### config.mk
export PLATFORM = sky130hd
export DESIGN_NAME = fapid_div
export DESIGN_NICKNAME = d
export VERILOG_FILES = /design/src/rtl/core/four_axis_pid_velocity_controller_defines.svh /design/src/rtl/core/fapid_pkg.sv /design/src/rtl/core/fapid_div.sv
export SDC_FILE = /design/constraint.sdc
export NUM_CORES = 1
export LEC_CHECK = 0
export BUFFER_PORTS_ARGS = -buffer_cell sky130_fd_sc_hd__buf_2
export CORE_MARGIN = 4
export CORE_UTILIZATION = 30
export DETAILED_ROUTE_END_ITERATION = 10
export PLACE_DENSITY_LB_ADDON = 0.1
export SLEW_MARGIN = 15
export SYNTH_ARGS = -nofsm -noshare
export SYNTH_HDL_FRONTEND = slang
export SYNTH_SLANG_ARGS = --single-unit
### constraint.sdc
create_clock -name clk -period 2.96 [get_ports clk]
set_input_delay 0.296 -clock clk [delete_from_list [all_inputs] [get_ports clk]]
set_output_delay 0.296 -clock clk [all_outputs]
set_load 0.005 [all_outputs]
### src/rtl/core/four_axis_pid_velocity_controller_defines.svh
// Assertion macros for the four-axis PID velocity controller.
// No dependencies; included by the top level.
`ifndef FOUR_AXIS_PID_VELOCITY_CONTROLLER_DEFINES_SVH
`define FOUR_AXIS_PID_VELOCITY_CONTROLLER_DEFINES_SVH

// same-cycle implication, disabled in reset
`define FAPID_ASSERT_NOW(label, ante, cons, msg) \
  label: assert property (@(posedge clk) disable iff (rst) (ante) |-> (cons)) \
    else $error(msg);

// next-cycle implication, disabled in reset
`define FAPID_ASSERT_NEXT(label, ante, cons, msg) \
  label: assert property (@(posedge clk) disable iff (rst) (ante) |=> (cons)) \
    else $error(msg);

`endif

### src/rtl/core/fapid_pkg.sv
// Shared types and constants of the four-axis PID velocity controller.
// No dependencies.
`timescale 1ns / 1ps

package fapid_pkg;

  localparam int POS_WIDTH      = 24;
  localparam int GAIN_FRAC_BITS = 8;
  localparam int ERR_W          = POS_WIDTH + 1;
  localparam int INTEG_W        = 17;
  localparam int DT_W           = 20;
  localparam int DIV_W          = 46;
  localparam int DIV_CNT_W      = 6;
  localparam int IN_W           = 200;
  localparam int OUT_W          = 64;

  localparam logic [2:0] REG_GAINS_X    = 3'd0;
  localparam logic [2:0] REG_GAINS_Y    = 3'd1;
  localparam logic [2:0] REG_GAINS_Z    = 3'd2;
  localparam logic [2:0] REG_GAINS_YAW  = 3'd3;
  localparam logic [2:0] REG_SPEED_LIM  = 3'd4;
  localparam logic [2:0] REG_INTEG_LIM  = 3'd5;
  localparam logic [2:0] REG_DEADZONES  = 3'd6;

  typedef enum logic [3:0] {
    ST_IDLE, ST_RD, ST_ERR, ST_DDIV, ST_DMUL, ST_DMUL2,
    ST_IDIV, ST_UPD, ST_KI, ST_OUT, ST_FIN
  } state_t;

  typedef struct packed {
    logic             start;
    logic [DIV_W-1:0] dividend;
    logic [DT_W-1:0]  divisor;
  } div_req_t;

  typedef struct packed {
    logic             busy;
    logic             done;
    logic [DIV_W-1:0] quo;
  } div_rsp_t;

endpackage

### src/rtl/core/fapid_div.sv
// Restoring serial divider, one quotient bit per cycle, unsigned.
// Depends on fapid_pkg.
`timescale 1ns / 1ps

module fapid_div import fapid_pkg::*; (
  input  logic     clk,
  input  logic     rst,
  input  div_req_t req,
  output div_rsp_t rsp
);

  logic [DT_W-1:0]      rem;
  logic [DT_W-1:0]      dvsr;
  logic [DIV_W-1:0]     q;
  logic [DIV_CNT_W-1:0] cnt;
  logic                 busy;
  logic                 done;
  logic [DT_W:0]        shifted;
  logic                 fits;

  assign shifted = {rem, q[DIV_W-1]};
  assign fits    = shifted >= {1'b0, dvsr};

  always_ff @(posedge clk) begin
    if (rst) begin
      busy <= 1'b0;
      done <= 1'b0;
      cnt  <= '0;
    end else begin
      done <= 1'b0;
      if (req.start) begin
        busy <= 1'b1;
        cnt  <= DIV_CNT_W'(DIV_W);
      end else if (busy) begin
        cnt <= cnt - 1'b1;
        if (cnt == DIV_CNT_W'(1)) begin
          busy <= 1'b0;
          done <= 1'b1;
        end
      end
    end
  end

  always_ff @(posedge clk) begin
    if (req.start) begin
      rem  <= '0;
      q    <= req.dividend;
      dvsr <= req.divisor;
    end else if (busy) begin
      if (fits) begin
        rem <= DT_W'(shifted - {1'b0, dvsr});
      end else begin
        rem <= shifted[DT_W-1:0];
      end
      q <= {q[DIV_W-2:0], fits};
    end
  end

  assign rsp.busy = busy;
  assign rsp.done = done;
  assign rsp.quo  = q;

endmodule

### Word-level counts from Yosys, hierarchy flattened

Cells that the tools add are included.

* output and inout bits: 48
* logic and storage cells: 24
* bits of input ports: 69
* register bits after elaboration: 94

* reductions and logical operators: 3
* bitwise gates (word level): 1
* equality and inequality tests: 1
* add/subtract/negate cells: 2
* multiplexer cells: 9
* $lt $le $gt $ge: 1

Operators by type and width (count)
* $mux W46: 2
* $ge A21 B20 Y1: 1
* $mux W20: 1
* $sub A20 B20 Y20: 1
* $mux W6: 2
* $eq A6 B1 Y1 const B: 1
* $sub A6 B1 Y6 const B: 1
* $mux W1: 4
* $reduce_or A3 Y1: 1
* $reduce_bool A2 Y1: 1
* $reduce_or A2 Y1: 1
* $not A1 Y1: 1

### Logic depth before layout (Yosys ltp)

Gate-level depths: netlist of run 1.

* word-level depth: 4
* gate-level depth with buffers: 11

### Worst setup path before layout of run 1

Ideal clock, no wire load.

* path kind: reg2reg
* start point: register q[45]
* end point: register rem[18]
* arrival time: 2377 ps
* cell stages (with the launch flop): 11
* required time: 2838 ps
* path buffers: 0
* library setup time: 122 ps
* slack: 461 ps
* cells stage by stage: edfxtp_1 -> inv_1 -> ha_1 -> fa_1 -> nor2b_1 -> o31a_1 -> or4_1 -> a221o_1 -> a311oi_2 -> xor2_1 -> o21ai_1

* cells in the longest elaborated chain, start to end: 2
* elaborated cells on any way between the ends: 3

RTL lines
* start: declaration: line fapid_div.sv:14 `logic [DIV_W-1:0] q;`
* start signal: assignment: line fapid_div.sv:47 `q <= req.dividend;`
* start signal: assignment: line fapid_div.sv:55 `q <= {q[DIV_W-2:0], fits};`
* $sub A20 B20 Y20 or $ge A21 B20 Y1 (tied branches): line fapid_div.sv:51, fapid_div.sv:22
* $mux W20 *: line fapid_div.sv:50 `if (fits) begin`
* end signal: assignment: line fapid_div.sv:51 `rem <= DT_W'(shifted - {1'b0, dvsr});`
* end signal: assignment: line fapid_div.sv:53 `rem <= shifted[DT_W-1:0];`
* end: declaration: line fapid_div.sv:12 `logic [DT_W-1:0] rem;`

Every way passes the cells marked *; elsewhere a longest branch is shown, timed or not.
A chain may end at the register's enable or synchronous reset.

### Final worst setup path of run 1

Same ends and word-level chain as after synthesis.

==> results of run 1 <==
-- logic make-up (layout without fill, tap and decap cells) --
logic type	after synthesis	count (layout)	synth area share, %
mux	47	47	10.70
buf+inv	52	175	4.447
simple gates	105	105	10.11
compound gates	93	93	13.37
fa+ha+maj	23	23	5.997
xor+xnor	21	21	3.736
flops	94	94	51.64
-- per-layer routing --
metal / wire [µm] / track usage, % / up-vias
met5: 12 / 0 / -
met4: 127 / 3.191 / 2
met3: 1010 / 6.107 / 11
met2: 5379 / 20.42 / 102
met1: 5666 / 18.02 / 1784
li1: - / - / 1857
-- power groups by stage --
| stage | clock (mW) | sequential (mW) | combinational, mW |
|---|---|---|---|
| finish | 1.19 | 1.60 | 0.589 |
| floorplan | 0 | 1.62 | 0.366 |
| global route | 1.29 | 1.62 | 0.660 |
| CTS | 1.24 | 1.60 | 0.598 |
| detailed placement | 0 | 1.63 | 0.596 |
| global placement | 0 | 1.63 | 0.597 |
-- cell usage after synthesis (2+ instances only) --
cell type                   instances
sky130_fd_sc_hd__buf_2              7
sky130_fd_sc_hd__nand2_1           39
sky130_fd_sc_hd__o21bai_1           3
sky130_fd_sc_hd__dfxtp_1           28
sky130_fd_sc_hd__nand3_1           11
sky130_fd_sc_hd__o21ai_1            5
sky130_fd_sc_hd__mux2i_1            2
sky130_fd_sc_hd__o21a_1             3
sky130_fd_sc_hd__o211ai_1           7
sky130_fd_sc_hd__xor2_1             7
sky130_fd_sc_hd__a32oi_1            2
sky130_fd_sc_hd__or4_1              2
sky130_fd_sc_hd__nand2b_1           3
sky130_fd_sc_hd__nor3b_1            2
sky130_fd_sc_hd__nand4_1            6
sky130_fd_sc_hd__o21ai_0           11
sky130_fd_sc_hd__buf_4              2
sky130_fd_sc_hd__a311oi_2           3
sky130_fd_sc_hd__nand3b_1           2
sky130_fd_sc_hd__a31oi_1            4
sky130_fd_sc_hd__o31a_1             2
sky130_fd_sc_hd__and3_1             2
sky130_fd_sc_hd__a21o_1             5
sky130_fd_sc_hd__o221ai_1           3
sky130_fd_sc_hd__mux2_2            45
sky130_fd_sc_hd__edfxtp_1          66
sky130_fd_sc_hd__nor2b_1            2
sky130_fd_sc_hd__ha_1              22
sky130_fd_sc_hd__a211oi_1           7
sky130_fd_sc_hd__inv_1             29
sky130_fd_sc_hd__nor2_1            21
sky130_fd_sc_hd__a311oi_1           5
sky130_fd_sc_hd__a31o_1             2
sky130_fd_sc_hd__nor4_1             3
sky130_fd_sc_hd__a2111oi_0          2
sky130_fd_sc_hd__nor3_1             7
sky130_fd_sc_hd__a21oi_1           22
sky130_fd_sc_hd__xnor2_1           14
sky130_fd_sc_hd__clkbuf_1          12
-- critical path: cells and delay by family, from the launching register on --
| kind | cells | cell delay (ns) |
|---|---|---|
| AOI/OAI and AO/OA | 4 | 1.05 |
| xor gates and xnor gates | 1 | 0.17 |
| adders and majority gates | 2 | 0.40 |
| buffers and inverters | 1 | 0.08 |
| DFF | 1 | 0.41 |
| and+or+nand+nor | 2 | 0.52 |
-- path summary, 6_finish.rpt --
kind | startpoint | to | slack (ns) | depth (start not counted)
setup / recovery | q[45] | rem[18] | 0.23 | 10
hold / removal | req[3] | dvsr[3] | 0.11 | 1
setup reg to reg | q[45] | rem[18] | 0.23 | 10
hold reg to reg | rem[19] | rem[19] | 0.48 | 2
-- flip-flops by register name, indices dropped and copies added (netlist names) --
| name | flops |
|---|---|
| q | 46 |
| cnt | 6 |
| busy | 1 |
| rem | 20 |
| done | 1 |
| dvsr | 20 |
-- layout by cell type (no fill, tap or decap), types with 9 or more instances in the layout --
cell type,n
sky130_fd_sc_hd__edfxtp_1,66
sky130_fd_sc_hd__nor2_1,21
sky130_fd_sc_hd__o21ai_0,11
sky130_fd_sc_hd__nand3_1,11
sky130_fd_sc_hd__buf_4,14
sky130_fd_sc_hd__a21oi_1,22
sky130_fd_sc_hd__clkbuf_16,9
sky130_fd_sc_hd__nand2_1,39
sky130_fd_sc_hd__xnor2_1,14
sky130_fd_sc_hd__buf_2,115
sky130_fd_sc_hd__inv_1,28
sky130_fd_sc_hd__mux2_2,45
sky130_fd_sc_hd__ha_1,22
sky130_fd_sc_hd__dfxtp_1,28
-- cell type report --
type	count	area [µm²]
fillers	1670	9920
flip-flops and latches	94	2542
multi-input cells	289	2162
repair buffers	130	700.7
well taps	216	270.3
clock buffers	10	229.0
inverters	29	108.9
clock inverters	6	67.56
==> flow_summary.rst, run 1 <==
.. list-table::
   :header-rows: 1

   * - Metric
     - Value
   * - Count of warnings emitted by yosys
     - 0
   * - Worst-case headroom to the max-slew limit
     - 58.79%
   * - Die Y-Extent
     - 136.1 µm
   * - Filler-free cell count of the finished design
     - 774
   * - Diode count
     - 0
   * - Number of antenna violations at the first check in global routing
     - 1
   * - Yosys top cell area share
     - 40.25%
   * - CP endpoint kind
     - flop
   * - Crit path arrival time
     - 2.96 ns
   * - Sw power
     - 898.8 µW
   * - Cell leakage power
     - 2.496 nW
   * - Initial cell density of the core
     - 30.77%
   * - Post-synthesis cell count
     - 435
   * - Number of distinct library cells after synthesis
     - 54
   * - Clock tree from TritonCTS
     - done
   * - Chip width
     - 136.1 µm
   * - Post-CTS setup repair buffer count
     - 0
   * - Pin count of the biggest net entering global routing
     - 68
   * - Count of TritonRoute iterations in the first routing pass
     - 4
   * - Netlist area before placement
     - 0.004923 mm²
   * - Sequential Power Share
     - 47.3%
   * - Number of max-slew violations in the final report
     - 0
   * - Area contributors post-synth
     - sky130_fd_sc_hd__edfxtp_1, sky130_fd_sc_hd__dfxtp_1, sky130_fd_sc_hd__mux2_2
   * - Nature of the critical path startpoint
     - flop
   * - Sum of net half-perimeters after detailed placement
     - 8.763 mm
   * - Final instance area
     - 0.006081 mm²
   * - Clock edge transition at the registers on the reported setup and hold paths
     - 0.07 ns
   * - Root buffer selected by CTS
     - sky130_fd_sc_hd__clkbuf_16
   * - Int Power
     - 2.481 mW
   * - Die Outline Area
     - 0.01852 mm²
   * - Library cell with the largest summed area after synthesis
     - sky130_fd_sc_hd__edfxtp_1
   * - Site Rows
     - 46
   * - Post-detailed-route count of antenna-violating nets
     - 0
   * - Share of power burned in the clock network
     - 35.3%
   * - EDFF count, synth
     - 66
   * - Total GRT Usage
     - 13.61%
   * - Critical path, cell by cell
     - inv_1 > ha_1 > fa_1 > nor2b_1 > o31a_1 > or4_1 > a221o_1 > a311oi_2 > xor2_1 > o21ai_1
   * - Port-buffer cells
     - 116
   * - Overall power consumption
     - 3.380 mW
   * - Logic pwr share
     - 17.4%
   * - Worst endpoint required time
     - 3.19 ns
   * - Cell Count Post-Placement
     - 758
   * - Post-Syn Nets
     - 527
   * - Post-synthesis sequential area ratio
     - 51.64%
   * - Clk buf depth
     - 2
   * - Critical-path top delay cell
     - sky130_fd_sc_hd__or4_1
   * - Final net count
     - 645
   * - DRC violation total after the first TritonRoute iteration
     - 227
   * - Number of global-route vias before repair
     - 3845
   * - Number of instances resized during post-cts repair
     - 0
   * - Final setup violation count
     - 0
   * - Slew @ Worst Pin
     - 0.6182 ns
   * - Detailed-route wire length per cell
     - 15.76 µm
   * - Power density relative to cell area
     - 555.8 mW/mm²
   * - Maximum cell stage delay along the critical path
     - 0.44 ns
   * - Total Routed Length
     - 12.20 mm
   * - Fin Hold WS
     - 0.1132 ns
   * - Final design utilization
     - 38.00%
   * - Layout cell share with drive strength beyond 1
     - 35.30%
   * - Start-to-end type of the worst setup path
     - reg -> reg
   * - Switching share of power
     - 26.59%
   * - Number of buffers added by the clock tree synthesis step
     - 9
   * - Final number of hold-violating endpoints
     - 0
   * - Gpl congestion
     - 0.8805
   * - Total global routing overflow
     - 0
   * - Post-layout minimum cycle time
     - 2.732 ns
   * - Boundary pin count
     - 117
   * - Number of design rule violations left after detail routing
     - 0
   * - Highest clock frequency the design can meet
     - 0.3660 GHz
   * - Average vias per placed instance
     - 4.853
   * - Fin crit share
     - 92.31%
   * - Setup TNS
     - 0 ns
   * - Maximum vdd ir drop
     - 0.2981 mV
   * - Seq cells post-synth
     - 94
   * - Insertion delay of the later-clocked pin in the worst-skew pair
     - 0.35 ns
   * - Hold/Removal Path Class
     - in -> reg
   * - Vias
     - 3756
   * - Placed cell areas
     - 0.005784 mm²
   * - Number of maximum-capacitance constraint violations
     - 0
   * - Run status
     - complete, no violations
   * - Unrepaired setup endpoints after global routing
     - false
   * - Post-CTS Hold Fix Bufs
     - 0
   * - Worst slack, placed
     - 0.2715 ns
   * - Wire length of the first global-routing pass
     - 19.91 mm
   * - CTS H-Tree Depth
     - 3
   * - Critical Path Fanout Max
     - 4
   * - Layout Skew
     - 0.01231 ns
   * - Core area
     - 0.01600 mm²
   * - Fraction of registers with async set/reset
     - 0%
   * - # clock sinks
     - 94
   * - Main flop type after synthesis
     - sky130_fd_sc_hd__edfxtp_1
   * - Final worst-path setup slack
     - 0.2275 ns
   * - Area added between synthesis and finish
     - 23.51%
   * - Synthesized area per cell
     - 11.32 µm²
Power figures use the tool's default switching activity.
==> run 2: changes to the inputs <==
--- a/config.mk
+++ b/config.mk
@@ -16 +16,2 @@
 export SYNTH_SLANG_ARGS = --single-unit
+export TNS_END_PERCENT = 100
==> constraint.sdc (replaced) <==
create_clock -name clk -period 2.96 [get_ports clk]
set_input_delay 0.444 -clock clk [delete_from_list [all_inputs] [get_ports clk]]
set_output_delay 0.444 -clock clk [all_outputs]
set_load 0.005 [all_outputs]
==> flow_summary.rst, run 2 (synthesis results as in run 1) <==
.. list-table::
   :header-rows: 1

   * - Metric
     - Value
   * - Number of instances resized during post-cts repair
     - 0
   * - Number of buffers added by the clock tree synthesis step
     - 9
   * - Final instance area
     - 0.006088 mm²
   * - Hold/Removal Path Class
     - in -> reg
   * - Area added between synthesis and finish
     - 23.66%
   * - Reg2Reg Launch Point
     - q[45]
   * - Most used routing layer
     - met2
   * - Worst hold start
     - req[2]
   * - Run status
     - complete, no violations
   * - Total GRT Usage
     - 13.81%
   * - Power density relative to cell area
     - 549.5 mW/mm²
   * - Terminating pin of the worst hold path
     - dvsr[2]
   * - Share of power burned in the clock network
     - 34.4%
   * - Largest register FFs
     - 46
   * - Start-to-end type of the worst setup path
     - reg -> reg
   * - Placed cell areas
     - 0.005799 mm²
   * - R2R depth
     - 10
   * - Met3 Use GR
     - 6.329%
   * - Post-CTS Hold Fix Bufs
     - 0
   * - Highest clock frequency the design can meet
     - 0.3674 GHz
   * - Clk buf depth
     - 2
   * - Number of global-route vias before repair
     - 3972
   * - Number of design rule violations left after detail routing
     - 0
   * - GR met1 Demand/Resource
     - 17.46%
   * - Worst slack, placed
     - 0.2725 ns
   * - Internal reg-to-reg setup slack
     - 0.24 ns
   * - Cell leakage power
     - 2.500 nW
   * - Insertion delay of the later-clocked pin in the worst-skew pair
     - 0.36 ns
   * - Critical path, cell by cell
     - inv_1 > ha_1 > fa_1 > nor2b_1 > o31a_1 > or4_1 > a221o_1 > a311oi_2 > xor2_1 > o21ai_1
   * - Die Outline Area
     - 0.01852 mm²
   * - Biggest registers after layout
     - q: 46 flops, dvsr: 20 flops, rem: 20 flops
   * - Fin crit share
     - 91.95%
   * - Final design utilization
     - 38.05%
   * - Critical-path top delay cell
     - sky130_fd_sc_hd__or4_1
   * - Endpoint of the lowest-slack register-to-register path
     - rem[18]
   * - Number of antenna violations at the first check in global routing
     - 1
   * - Most frequent cells in the layout
     - sky130_fd_sc_hd__buf_2, sky130_fd_sc_hd__edfxtp_1, sky130_fd_sc_hd__mux2_2, sky130_fd_sc_hd__nand2_1
   * - Final number of hold-violating endpoints
     - 0
   * - Post-detailed-route count of antenna-violating nets
     - 0
   * - Chip width
     - 136.1 µm
   * - Core area
     - 0.01600 mm²
   * - Vias
     - 3769
   * - Wire length of the first global-routing pass
     - 20.15 mm
   * - Gpl congestion
     - 0.8647
   * - Count of TritonRoute iterations in the first routing pass
     - 4
   * - Crit path arrival time
     - 2.97 ns
   * - Worst endpoint required time
     - 3.21 ns
   * - Clock tree from TritonCTS
     - done
   * - Pin count of the biggest net entering global routing
     - 68
   * - CP endpoint kind
     - flop
   * - Int Power
     - 2.410 mW
   * - Average vias per placed instance
     - 4.857
   * - Layout cell share with drive strength beyond 1
     - 35.89%
   * - Maximum vdd ir drop
     - 0.3092 mV
   * - Cell Count Post-Placement
     - 760
   * - Logic pwr share
     - 17.8%
   * - Initial cell density of the core
     - 30.77%
   * - Unrepaired setup endpoints after global routing
     - false
   * - Final worst-path setup slack
     - 0.2384 ns
   * - Origin of the worst setup path
     - q[45]
   * - Slew @ Worst Pin
     - 0.6100 ns
   * - Number of max-slew violations in the final report
     - 0
   * - Switching share of power
     - 27.98%
   * - Port-buffer cells
     - 116
   * - Sequential Power Share
     - 47.7%
   * - Register ranked first by flip-flop count
     - q
   * - Root buffer selected by CTS
     - sky130_fd_sc_hd__clkbuf_16
   * - Worst-case headroom to the max-slew limit
     - 59.34%
   * - Maximum cell stage delay along the critical path
     - 0.43 ns
   * - Site Rows
     - 46
   * - DRC violation total after the first TritonRoute iteration
     - 184
   * - Hold depth
     - 1
   * - # clock sinks
     - 94
   * - Number of maximum-capacitance constraint violations
     - 0
   * - Sum of net half-perimeters after detailed placement
     - 8.867 mm
   * - Boundary pin count
     - 117
   * - Diode count
     - 0
   * - Setup TNS
     - 0 ns
   * - Critical Path Fanout Max
     - 4
   * - Nature of the critical path startpoint
     - flop
   * - Layout Skew
     - 0.01346 ns
   * - Die Y-Extent
     - 136.1 µm
   * - Clock edge transition at the registers on the reported setup and hold paths
     - 0.07 ns
   * - Most frequent standard cell in the layout excluding fill and tap cells
     - sky130_fd_sc_hd__buf_2
   * - Total Routed Length
     - 12.43 mm
   * - Detailed-route wire length per cell
     - 16.01 µm
   * - Final setup violation count
     - 0
   * - Final net count
     - 647
   * - Total global routing overflow
     - 0
   * - Post-CTS setup repair buffer count
     - 0
   * - GR met2 Demand/Resource
     - 21.30%
   * - Filler-free cell count of the finished design
     - 776
   * - Sw power
     - 935.9 µW
   * - CTS H-Tree Depth
     - 3
   * - Post-layout minimum cycle time
     - 2.722 ns
[run 2: cell types whose count changed in the layout (fill, tap and decap cells not counted), moves of 2 or more]
| cell | before | now |
|---|---|---|
| sky130_fd_sc_hd__inv_6 | 3 | 1 |
| sky130_fd_sc_hd__inv_8 | 0 | 2 |
| sky130_fd_sc_hd__buf_4 | 14 | 16 |
| sky130_fd_sc_hd__clkinv_4 | 0 | 2 |
[run 2: per-layer routing]
metal	vias to the layer above	routed length, µm	share of wire (%)
met5	-	12	0.097
met4	2	181	1.5
met3	19	1020	8.2
met2	109	5593	45
met1	1785	5618	45
li1	1854	-	-
[run 2: worst max-delay path by stage]
stage                    to  slack (ns)  depth (start not counted)
floorplan           rem[18]        0.46                         10
global placement    rem[18]        0.31                         10
detailed placement  rem[18]        0.27                         10
CTS                 rem[18]        0.24                         10
global route        rem[16]        0.08                          9
finish              rem[18]        0.24                         10
[run 2: critical path, delay by kind of cell, from the launching register on]
family / cells / cell delay (ns)
xor+xnor: 1 / 0.17
fa+ha+maj: 2 / 0.40
buf+inv: 1 / 0.08
simple gates: 2 / 0.51
compound gates: 4 / 1.05
flops: 1 / 0.42
[run 2: area by class of cell]
class,instances,area (µm²)
Fill cell,1637,9912
Sequential cell,94,2542
Multi-Input combinational cell,289,2162
Timing Repair Buffer,132,715.7
Tap cell,216,270.3
Clock buffer,9,225.2
Inverter,29,108.9
Clock inverter,7,63.81
[run 2: stage by stage]
step	power (mW)	hold WS (ns)
floorplan	1.988	0.4338
global placement	2.227	0.4607
detailed placement	2.226	0.4749
CTS	3.403	0.2410
global route	3.524	0.2408
finish	3.345	0.2591
[run 2: power groups by stage]
| stage | clock, mW | combinational [mW] | sequential [mW] |
|---|---|---|---|
| final | 1.15 | 0.597 | 1.60 |
| after global routing | 1.24 | 0.667 | 1.61 |
| after CTS | 1.20 | 0.605 | 1.60 |
| after detailed placement | 0 | 0.603 | 1.62 |
| after global placement | 0 | 0.603 | 1.62 |
| after floorplan | 0 | 0.366 | 1.62 |
